**src/rtl/core/cdq_pkg.sv**
```systemverilog
// ----------------------------------------------------------------------------
// cdq_pkg
// Shared constants, operation codes and cell control type for the deque.
// ----------------------------------------------------------------------------
package cdq_pkg;

	localparam int MAX_DEPTH_DEF = 64;
	localparam int DATA_BITS_DEF = 32;

	localparam int KIND_W = 3;
	localparam int CAP_W  = 7;
	localparam int CAP_RESET = 64;

	localparam logic [KIND_W-1:0] KIND_PUSH_FRONT = 3'd0;
	localparam logic [KIND_W-1:0] KIND_PUSH_BACK  = 3'd1;
	localparam logic [KIND_W-1:0] KIND_POP_FRONT  = 3'd2;
	localparam logic [KIND_W-1:0] KIND_POP_BACK   = 3'd3;
	localparam logic [KIND_W-1:0] KIND_NOP        = 3'd4;

	// broadcast to every cell of the chain, at most one push or pop bit high; clear may join it
	typedef struct packed {
		logic clear;
		logic push_front;
		logic push_back;
		logic pop_front;
		logic pop_back;
	} cell_ctl_t;

endpackage

```
**src/rtl/core/cdq_cell.sv**
```systemverilog
// ----------------------------------------------------------------------------
// cdq_cell
// One storage position of the deque chain: a data word and an occupied flag.
// ----------------------------------------------------------------------------
module cdq_cell #(
	parameter int DATA_BITS = cdq_pkg::DATA_BITS_DEF
) (
	input  logic                   clk,
	input  logic                   arst_n,
	input  cdq_pkg::cell_ctl_t     ctl,
	input  logic [DATA_BITS-1:0]   push_data,
	input  logic [DATA_BITS-1:0]   left_data,
	input  logic                   left_occ,
	input  logic [DATA_BITS-1:0]   right_data,
	input  logic                   right_occ,
	output logic [DATA_BITS-1:0]   data,
	output logic                   occ,
	output logic                   rear,
	output logic [DATA_BITS-1:0]   rear_tap
);

	logic [DATA_BITS-1:0] data_q;
	logic                 occ_q;

	// occupied flags form a thermometer from the front end
	always_ff @(posedge clk or negedge arst_n) begin
		if (!arst_n) begin
			occ_q <= 1'b0;
		end else if (ctl.clear) begin
			occ_q <= 1'b0;
		end else if (ctl.push_front || ctl.push_back) begin
			occ_q <= left_occ;
		end else if (ctl.pop_front || ctl.pop_back) begin
			occ_q <= right_occ;
		end
	end

	always_ff @(posedge clk) begin
		if (ctl.push_front) begin
			data_q <= left_data;
		end else if (ctl.pop_front) begin
			data_q <= right_data;
		end else if (ctl.push_back && !occ_q && left_occ) begin
			// first free position takes the new rear word
			data_q <= push_data;
		end
	end

	assign data     = data_q;
	assign occ      = occ_q;
	assign rear     = occ_q && !right_occ;
	assign rear_tap = rear ? data_q : '0;

endmodule

```
**config.mk**
```make
export PLATFORM = sky130hd
export DESIGN_NAME = cdq_cell
export DESIGN_NICKNAME = d
export VERILOG_FILES = /design/src/rtl/core/cdq_pkg.sv /design/src/rtl/core/cdq_cell.sv
export SDC_FILE = /design/constraint.sdc
export NUM_CORES = 1
export LEC_CHECK = 0
export ABC_CLOCK_PERIOD_IN_PS = 4550
export BUFFER_PORTS_ARGS = -buffer_cell sky130_fd_sc_hd__clkbuf_2
export CAP_MARGIN = 5
export CORE_MARGIN = 4
export CORE_UTILIZATION = 35
export CTS_CLUSTER_DIAMETER = 30
export DETAILED_ROUTE_END_ITERATION = 10
export MAX_ROUTING_LAYER = met4
export PLACE_DENSITY = 0.79
export SYNTH_ARGS = -nofsm -noshare
export SYNTH_HDL_FRONTEND = slang
export SYNTH_SLANG_ARGS = --single-unit
```
**constraint.sdc**
```tcl
create_clock -name clk -period 4.55 [get_ports clk]
set_clock_uncertainty 0.15 [all_clocks]
set_input_delay 0.6825 -clock clk [delete_from_list [all_inputs] [get_ports clk]]
set_output_delay 0.6825 -clock clk [all_outputs]
set_load 0.005 [all_outputs]
```
# Word level (Yosys, flattened, before mapping)
# Index checks and enable logic that the tools add are counted.
# totals
word_cells	18
mem_bits_ro	0
n_memories	0
ff_bits	33
latch_bits	0
ram_bits	0
# op_classes
addsub	0
mux	7
n_shift	0
eq_ne	0
order_cmp	0
div	0
bitwise	0
multipliers	0
reduce_logical	9
# op_table
op	count
32-bit 2-to-1 mux	4
3-bit nonzero test	2
1-bit logical AND	3
1-bit 2-to-1 mux	3
1-bit zero test	2
1-bit logical OR	2

# Logic depth before layout (Yosys ltp)
# Gate-level depths: netlist of run 1.
# logic_depth
depth_word	6
mapped_depth	4
depth_no_buf	3

# Worst setup path before layout of run 1
# Ideal clock, no wire load.
# synth_path
path_type	input to register
startpoint	input left_occ
endpoint	register data_q[0] (netlist: data[0]), enable pin
slack_ns	0.929
t_required_ns	3.934
arrival_ns	3.006
stages	2
n_path_buf	0
path_cell_list	nand2_1 > o21ai_0
# synth_between
elab_chain_cells	2
# synth_lines
element	line	rtl
start, declared	cdq_cell.sv:13	input logic left_occ,
1-bit logical AND	cdq_cell.sv:43	end else if (ctl.push_back && !occ_q && left_occ) begin
3-bit nonzero test (no line)	-	
end signal, assigned	cdq_cell.sv:40	data_q <= left_data;
end signal, assigned	cdq_cell.sv:42	data_q <= right_data;
end signal, assigned	cdq_cell.sv:45	data_q <= push_data;
end, declared	cdq_cell.sv:22	logic [DATA_BITS-1:0] data_q;
# No other way between the ends.
# A chain may end at the register's enable or synchronous reset.

# Worst setup path in the final report of run 1
# layout_path
startpoint	register occ_q (netlist: occ)
endpoint	output rear_tap[24]
# layout_between
elab_chain_cells	2
# layout_lines
element	line	rtl
start, declared	cdq_cell.sv:23	logic occ_q;
start signal, assigned	cdq_cell.sv:32	occ_q <= left_occ;
start signal, assigned	cdq_cell.sv:34	occ_q <= right_occ;
1-bit logical AND	cdq_cell.sv:51	assign rear = occ_q && !right_occ;
32-bit 2-to-1 mux	cdq_cell.sv:52	assign rear_tap = rear ? data_q : '0;
end, declared	cdq_cell.sv:19	output logic [DATA_BITS-1:0] rear_tap
# No other way between the ends.

==> summary.txt, run 1 <==
Outcome: completed
CTS Buf Count: 5
R2R Path End: data[6]
Routed via count: 1,919
Chip Width: 81.9 um
RSZ-0062 raised after global routing: false
Fraction of the yosys area taken by sequential cells: 0.516
Maximum clock frequency: 359 MHz
Reg2Reg Depth: 1
Avg Inst Size Synth: 10.3 um^2
Nets: 453
Yosys cell types: 13
Gr ovfl total: 0
Critical Path RT: 3720 ps
Htree depth: 2
Worst Max-Slew Pin Slew: 1140 ps
First-pass GRT wire length: 8030 um
Slew margin rel.: 0.242
GR met2 Demand/Resource: 0.304
Clock-pin slew on the worst setup and hold paths: 60 ps
Full die area: 6710 um^2
Initial DRC Count: 55
Worst path slowest cell: nor2b_2
CTS tree: yes
Gpl congestion: 0.746
Pwr Density: 258 nW/um^2
Via-to-Cell Ratio: 4.59
Footprint of the multi-input gates: 876 um^2
Postcts setup bufs: 0
Wirelength per Cell: 13.4 um
Reg2reg start: occ
All-Layer GR Usage: 0.162
Die Span Y: 81.9 um
Routed wire length: 5620 um
Clk sink count: 33
Post-DP HPWL: 4570 um
Largest family of logic cells by synthesized area: simple AND/OR/NAND/NOR gates
Fillers: 482
Setup TNS: 0 ps
Worst Hold Class: input port to async pin
GRT busiest layer: met2
Most frequent cells in the layout: clkbuf_2, nand2_1, o21ai_0
CP Launch Type: flop
Synthesized area: 1910 um^2
Crit Path Max Fanout: 33
Leakage: 1.53 nW
Reg-to-reg setup timing slack: 2760 ps
Mux cell area share after synthesis: 0.168
PortBufs: 170
CTS Buffer Depth: 2
Core area: 5200 um^2
Post-Synth Simple-Gate Area: 0.187
Synth Area in Compound Gates: 0.0969
Hold buffers post-CTS: 0
VDD IR max: 0.135 mV
# IOs: 171
WS Path Type: flop to output port
Initial antenna violation count: 0
Vias in the first global route: 1,760
Clock Latency Late Sink: 270 ps
Max_cap viols: 0
Ratio of cells with drive above 1 in the final layout: 0.514
Post-Synth Adder-Cell Area: 0
Reg area: 986 um^2
Rows: 26
Fin crit period: 2790 ps
Root buffer cell: clkbuf_8
Final setup violation count: 0
Critical Path Max Stage Delay: 860 ps
Synth Instances: 185
Tcrit/Tclk final: 0.613
Initial core utilization: 0.367
TritonRoute pass-1 iters: 4
Post-Syn Nets: 290
PostCTS Resize Cnt: 0
Leading cell type in the layout, fill and taps excluded: clkbuf_2
Largest net degree at the start of global routing: 69
Routing usage on met1: 0.168
Pwr Total: 742 uW
Syn-to-layout area delta: 50.5%
#FFs+latches synth: 33
Synth warnings: 0
DRC errors left: 0
N_diodes: 0
Cell Chain, Critical Path: nor2b_2 -> and2_1 -> clkbuf_2
XOR/XNOR share of the synthesized area: 0
Routed Antenna Nets: 0
Met3 global-route usage: 0.0329
Max Slew Vio Count: 0
CP Capture Type: output port
CP arrival: 1950 ps
Fin. Hold Viols: 0
[per-layer routing]
metal | wire (um) | share of wire
met1 | 1970 | 0.35
met2 | 3070 | 0.55
met3 | 478 | 0.085
met4 | 97 | 0.017
met5 | 0 | 0
[how the worst max path moves through the flow]
stage               startpoint            to  slack [ps]  cells past startpoint
floorplan             left_occ       data[0]         930                      2
global route               occ  rear_tap[15]        1570                      3
detailed placement   right_occ   rear_tap[1]        1730                      4
CTS                        occ   rear_tap[1]        1690                      3
global placement     right_occ  rear_tap[22]        1840                      4
finish                     occ  rear_tap[24]        1760                      3
[stage by stage]
step                std cells  setup WS, ps   util  hold slack, ps  area [um^2]
detailed placement        411          1730  0.538             309         2800
global placement          411          1840  0.538             308         2800
finish                    418          1760  0.553            20.1         2880
CTS                       418          1690  0.553            13.3         2880
global route              418          1570  0.553            6.48         2880
floorplan                 185           929      -             237         1910
[synth_stat cells]
cell / instances / area share
nand2_1: 34 / 0.067
o21ai_0: 34 / 0.089
and2_1: 32 / 0.10
edfxtp_1: 32 / 0.50
mux2i_1: 32 / 0.17
clkbuf_1: 10 / 0.020
buf_2: 3 / 0.0079
nor2_1: 3 / 0.0059
a311oi_2: 1 / 0.0079
buf_6: 1 / 0.0059
dfrtp_1: 1 / 0.013
nor2b_1: 1 / 0.0033
or4_4: 1 / 0.0059
[sequential cells by signal, summed over array words and instances (netlist names)]
signal / flops
data: 32
occ: 1
[worst max-delay path: cells and delay by family, from the launching register on]
| kind | cells | cell delay, ps |
|---|---|---|
| AND/OR/NAND/NOR | 2 | 1100 |
| buffers and inverters | 1 | 120 |
| flip-flops | 1 | 460 |
[where the power goes]
group | internal (mW) | switching [mW] | total, mW
Combinational | 0.0848 | 0.0733 | 0.158
Clock | 0.103 | 0.0942 | 0.197
Sequential | 0.371 | 0.0152 | 0.387
[cell type report]
cell class,instances,area share
tap,70,0.0304
timing repair buffer,170,0.296
clock inverter,1,0.00130
multi-input combinational,138,0.304
sequential,33,0.343
clock buffer,6,0.0252
[kinds of logic (layout without fill, tap and decap cells)]
kind of cell,Yosys count,after routing
AO/OA/AOI/OAI,35,35
buffers and inverters,14,177
flip-flops,33,33
multiplexers,32,32
AND/OR/NAND/NOR,71,71
(Power assumes the default switching activity.)
==> run 2: changes to the inputs <==
- ABC_AREA: unset -> 1
- ABC_CLOCK_PERIOD_IN_PS: 4550 -> 2850
- PLACE_DENSITY: 0.79 -> 0.77
- clock period: 4.55 -> 2.85 ns (I/O delays scaled with it)
==> summary.txt, run 2 <==
Outcome: completed (unchanged)
Leakage: 1.64 nW (was 1.53 nW)
WS Path Type: flop to output port (unchanged)
Synthesized area: 2070 um^2 (was 1910 um^2)
Chip Width: 84.9 um (was 81.9 um)
Critical Path Max Stage Delay: 440 ps (was 860 ps)
Hold slack final: 257 ps (was 20.1 ps)
Fillers: 572 (was 482)
Reg area: 986 um^2 (unchanged)
Reg2Reg Depth: 3 (was 1)
VDD IR max: 0.201 mV (was 0.135 mV)
Root buffer cell: clkbuf_8 (unchanged)
Pwr Density: 414 nW/um^2 (was 258 nW/um^2)
Die Span Y: 84.9 um (was 81.9 um)
Initial antenna violation count: 0 (unchanged)
Final non-filler cell total: 494 (was 418)
Delay-heaviest family, CP: buffers and inverters (was simple AND/OR/NAND/NOR gates)
First-pass GRT wire length: 10,300 um (was 8030 um)
DRC errors left: 0 (unchanged)
Ratio of cells with drive above 1 in the final layout: 0.441 (was 0.514)
Cell Chain, Critical Path: inv_1 -> nor2_4 -> inv_2 -> nor2_1 -> clkbuf_2 (was nor2b_2 -> and2_1 -> clkbuf_2)
TritonRoute pass-1 iters: 4 (unchanged)
Critical Path Sink: rear_tap[25] (was rear_tap[24])
Postcts setup bufs: 0 (unchanged)
Initial core utilization: 0.369 (was 0.367)
Max_cap viols: 0 (unchanged)
Avg Inst Size Synth: 8.00 um^2 (was 10.3 um^2)
Yosys cell types: 18 (was 13)
Number of cells on the worst hold path: 4
RSZ-0062 raised after global routing: false (unchanged)
Most common cell in the synthesized netlist: nor2_1
CTS Buf Count: 5 (unchanged)
Worst Hold Class: input port to flop (was input port to async pin)
Rows: 27 (was 26)
Crit path buf inv count: 3 (was 1)
Top cells by count, synth: nor2_1, a21oi_1, nand2_1, inv_1, edfxtp_1 (was nand2_1, o21ai_0, and2_1, edfxtp_1, mux2i_1)
Synth Instances: 259 (was 185)
PortBufs: 170 (unchanged)
Ys flop type: edfxtp_1 (unchanged)
Footprint of the multi-input gates: 762 um^2 (was 876 um^2)
Clock Latency Late Sink: 270 ps (about the same)
CP Launch Type: flop (unchanged)
Synth area leader: edfxtp_1 (unchanged)
Leading cell type in the layout, fill and taps excluded: clkbuf_2 (unchanged)
Gr ovfl total: 0 (unchanged)
Wirelength per Cell: 12.7 um (was 13.4 um)
Worst path slowest cell: inv_2 (was nor2b_2)
Synth top area share: 0.464 (was 0.503)
Htree depth: 2 (unchanged)
Gpl congestion: 0.817 (was 0.746)
Crit Path Max Fanout: 32 (was 33)
Via-to-Cell Ratio: 4.59 (about the same)
Fraction of the yosys area taken by sequential cells: 0.476 (was 0.516)
Hold_sp: ctl[4]
Async S/R FF share, synth: 0.0303 (unchanged)
Post-Syn Nets: 364 (was 290)
PostCTS Resize Cnt: 0 (unchanged)
EDFF count, synth: 32 (unchanged)
All-Layer GR Usage: 0.179 (was 0.162)
Full die area: 7210 um^2 (was 6710 um^2)
Reg-to-reg setup timing slack: 1040 ps (was 2760 ps)
Pwr Total: 1.22 mW (was 742 uW)
Clock-pin slew on the worst setup and hold paths: 60 ps (about the same)
Core area: 5610 um^2 (was 5200 um^2)
Critical Path RT: 2270 ps (was 3720 ps)
Fin. Hold Viols: 0 (unchanged)
Max Slew Vio Count: 0 (unchanged)
CP Capture Type: output port (unchanged)
Initial DRC Count: 55 (unchanged)
Reg2reg start: occ (unchanged)
Largest net degree at the start of global routing: 36 (was 69)
Fin crit period: 2090 ps
N_diodes: 0 (unchanged)
# IOs: 171 (unchanged)
Slew margin rel.: 0.467 (was 0.242)
CP Depth: 5 (was 3)
Dpl cells: 486 (was 411)
Most frequent cells in the layout: clkbuf_2, nor2_1, a21oi_1 (was clkbuf_2, nand2_1, o21ai_0)
Clk sink count: 33 (unchanged)
CTS Buffer Depth: 2 (unchanged)
Maximum clock frequency: 478 MHz
Vias in the first global route: 2,318 (was 1,760)
Nets: 527 (was 453)
Routed Antenna Nets: 0 (unchanged)
Final setup violation count: 0 (unchanged)
Max FFs per register: 32 (unchanged)
Synth warnings: 0 (unchanged)
CP arrival: 1510 ps (was 1950 ps)
Tcrit/Tclk final: 0.734
Synth area leaders: edfxtp_1, a21oi_1, nor2_1 (was edfxtp_1, mux2i_1, and2_1)
Routed via count: 2,267 (was 1,919)
CTS tree: yes (unchanged)
Routed wire length: 6280 um (was 5620 um)
Syn-to-layout area delta: 41.8% (was 50.5%)
#FFs+latches synth: 33 (unchanged)
Post-DP HPWL: 4810 um (was 4570 um)
Worst Max-Slew Pin Slew: 798 ps (was 1140 ps)
R2R Path End: data[7] (was data[6])
Critical path launch point: occ (unchanged)
Setup TNS: 0 ps (unchanged)
[run 2: cell count changes in the layout (fill, tap and decap cells not counted), sizes merged, moves of 2 or more]
cell | before | now
inv | 0 | 35
buf | 0 | 2
a21oi | 0 | 65
nand3 | 0 | 3
and2 | 32 | 0
o21ai | 34 | 1
mux2i | 32 | 0
nand2 | 34 | 36
nor2 | 3 | 67
[run 2: logic make-up (layout without fill, tap and decap cells)]
kind of cell / Yosys count / after routing / share of synthesized area
AOI/OAI and AO/OA: 66 / 66 / 0.163
buffers and inverters: 53 / 216 / 0.159
DFF: 33 / 33 / 0.476
and+or+nand+nor: 107 / 107 / 0.202
[run 2: report_power, final]
part           switching, mW  total [mW]  internal [mW]
Clock                  0.153       0.317          0.164
Sequential            0.0261       0.618          0.592
Combinational          0.147       0.280          0.133
[run 2: tightest hold or removal path, cell delays in order]
cell      delay, ps
clkbuf_2         90
a21oi_1          40
nand2_1          50
nand2_1          40
[run 2: area by class of cell]
cell class / instances / area share
Clock buffer: 6 / 0.0247
Clock inverter: 1 / 0.00128
Inverter: 36 / 0.0503
Multi-Input combinational cell: 173 / 0.259
Sequential cell: 33 / 0.336
Tap cell: 72 / 0.0307
Timing Repair Buffer: 173 / 0.298
[run 2: timing repair]
item / CTS / global route
hold endpoints to repair: 1 / 0
hold buffers: 1 / 0
endpoints found under the setup margin: 0 / 0
[run 2: through the flow]
| stage | instance area, um^2 | worst slack, ps | utilization |
|---|---|---|---|
| after global routing | 2940 | 583 | 0.524 |
| after detailed placement | 2850 | 734 | 0.508 |
| final | 2940 | 758 | 0.524 |
| after floorplan | 2070 | 666 | - |
| after global placement | 2850 | 745 | 0.508 |
| after CTS | 2940 | 740 | 0.524 |
[run 2: metal layers]
metal / vias up / GRT usage / wire length [um]
li1: 1153 / - / -
met1: 1000 / 0.183 / 2290
met2: 102 / 0.329 / 3380
met3: 12 / 0.0485 / 509
met4: 0 / 0.0547 / 100
met5: - / - / 0
[run 2: how the worst min path moves through the flow]
stage	endpoint
after floorplan	occ
after global placement	occ
after detailed placement	occ
after CTS	occ
after global routing	occ
final	occ
==> run 3: changes to the inputs <==
- ABC_CLOCK_PERIOD_IN_PS: 2850 -> 2100
- clock period: 2.85 -> 2.1 ns (I/O delays scaled with it)
==> summary.txt, run 3 (synthesis gave the netlist of run 2 again) <==
Outcome: completed (unchanged)
Crit Path Max Fanout: 32 (unchanged)
Chip Width: 84.9 um (unchanged)
Most frequent cells in the layout: clkbuf_2, nor2_1, a21oi_1 (unchanged)
CTS Buffer Depth: 2 (unchanged)
Switching share of total power: 0.270 (was 0.268)
Clock Latency Late Sink: 270 ps (about the same)
Max FFs per register: 32 (unchanged)
Internal power: 1.22 mW (was 890 uW)
Initial antenna violation count: 0 (unchanged)
Vias in the first global route: 2,279 (was 2,318)
Syn-to-layout area delta: 43.7% (was 41.8%)
Routed via count: 2,289 (was 2,267)
Die Span Y: 84.9 um (unchanged)
Max Slew Vio Count: 0 (unchanged)
Root buffer cell: clkbuf_8 (unchanged)
Initial DRC Count: 76 (was 55)
First-pass GRT wire length: 9980 um (was 10,300 um)
Fin. Hold Viols: 0 (unchanged)
Tcrit/Tclk final: 0.851
Psw: 451 uW (was 326 uW)
Slew margin rel.: 0.778 (was 0.467)
Ratio of cells with drive above 1 in the final layout: 0.450 (was 0.441)
Dpl cells: 490 (was 486)
RSZ-0062 raised after global routing: false (unchanged)
Nets: 531 (was 527)
Critical Path RT: 1630 ps (was 2270 ps)
Post-DP HPWL: 5030 um (was 4810 um)
Clock-pin slew on the worst setup and hold paths: 60 ps (about the same)
Largest net degree at the start of global routing: 34 (was 36)
Setup TNS: 0 ps (unchanged)
CP Launch Type: flop (unchanged)
Flop pwr share: 0.501 (was 0.509)
PortBufs: 170 (unchanged)
TritonRoute pass-1 iters: 4 (unchanged)
Gr ovfl total: 0 (unchanged)
Combinational Power Share: 0.232 (was 0.231)
Clk sink count: 33 (unchanged)
DRC errors left: 0 (unchanged)
Final setup violation count: 0 (unchanged)
Pwr Density: 561 nW/um^2 (was 414 nW/um^2)
Fin crit period: 1790 ps
N_diodes: 0 (unchanged)
Wirelength per Cell: 12.7 um (about the same)
Maximum clock frequency: 559 MHz
All-Layer GR Usage: 0.175 (was 0.179)
Postcts setup bufs: 0 (unchanged)
CP Capture Type: output port (unchanged)
Final non-filler cell total: 499 (was 494)
Full die area: 7210 um^2 (unchanged)
Clock share of power: 0.266 (was 0.261)
Worst Hold Class: input port to flop (unchanged)
# IOs: 171 (unchanged)
Rows: 27 (unchanged)
Htree depth: 2 (unchanged)
Gpl congestion: 0.820 (was 0.817)
Worst Max-Slew Pin Slew: 333 ps (was 798 ps)
Routed Antenna Nets: 0 (unchanged)
CTS tree: yes (unchanged)
Via-to-Cell Ratio: 4.59 (about the same)
Initial core utilization: 0.369 (unchanged)
Dpl ws: 426 ps (was 734 ps)
CP arrival: 1320 ps (was 1510 ps)
Routed wire length: 6330 um (was 6280 um)
Leading cell type in the layout, fill and taps excluded: clkbuf_2 (unchanged)
VDD IR max: 0.308 mV (was 0.201 mV)
WS Path Type: flop to output port (unchanged)
Leakage: 1.66 nW (was 1.64 nW)
Final WS setup: 313 ps (was 758 ps)
CTS Buf Count: 5 (unchanged)
Max_cap viols: 0 (unchanged)
Core area: 5610 um^2 (unchanged)
## run 3: layout make-up
cell class                 count  area, um^2
inverter                      36         150
timing repair buffer         177         906
multi-input combinational    173         762
sequential                    33         986
fill                         558        2630
tap                           72        90.1
clock inverter                 2        10.0
clock buffer                   6        72.6
## run 3: stage by stage
stage	hold slack, ps	power, mW	utilization	cell area, um^2
2_1_floorplan	-131	1.04	-	2070
3_3_place_gp	-59.6	1.23	0.514	2880
3_5_place_dp	-56.2	1.24	0.514	2880
4_1_cts	128	1.70	0.530	2970
5_1_grt	171	1.78	0.531	2980
6_report	147	1.67	0.531	2980
## run 3: worst paths after layout
| path | startpoint | endpoint | slack, ps | cells past startpoint |
|---|---|---|---|---|
| max | occ | rear_tap[4] | 310 | 5 |
| min | ctl[4] | occ | 150 | 4 |
| max reg2reg | occ | data[18] | 670 | 4 |
| min reg2reg | occ | occ | 410 | 2 |
| max in group asynchronous | arst_n | occ | 1480 | 2 |
| min in group asynchronous | arst_n | occ | 230 | 2 |
## run 3: timing repair
item	in CTS	in global routing
hold endpoints to repair	1	0
hold buffers	1	0
resized for setup	0	2
setup endpoints to repair	0	1
## run 3: power by group through the flow
| stage | combinational, mW | sequential [mW] | clock [mW] |
|---|---|---|---|
| floorplan | 0.189 | 0.853 | 0 |
| global placement | 0.381 | 0.849 | 0 |
| detailed placement | 0.389 | 0.853 | 0 |
| CTS | 0.392 | 0.839 | 0.466 |
| global route | 0.437 | 0.847 | 0.497 |
| finish | 0.388 | 0.837 | 0.444 |
## run 3: critical path, stage by stage, from the launching register on
cell and delay [ps]:
dfrtp_1 400, inv_1 120, nor2_4 50, inv_4 260, nor2_1 90, clkbuf_2 120
## run 3: routing by layer
metal,track usage,wire (um)
met2,0.320,3370
met4,0.0763,138
met1,0.176,2310
met5,-,0
met3,0.0408,511
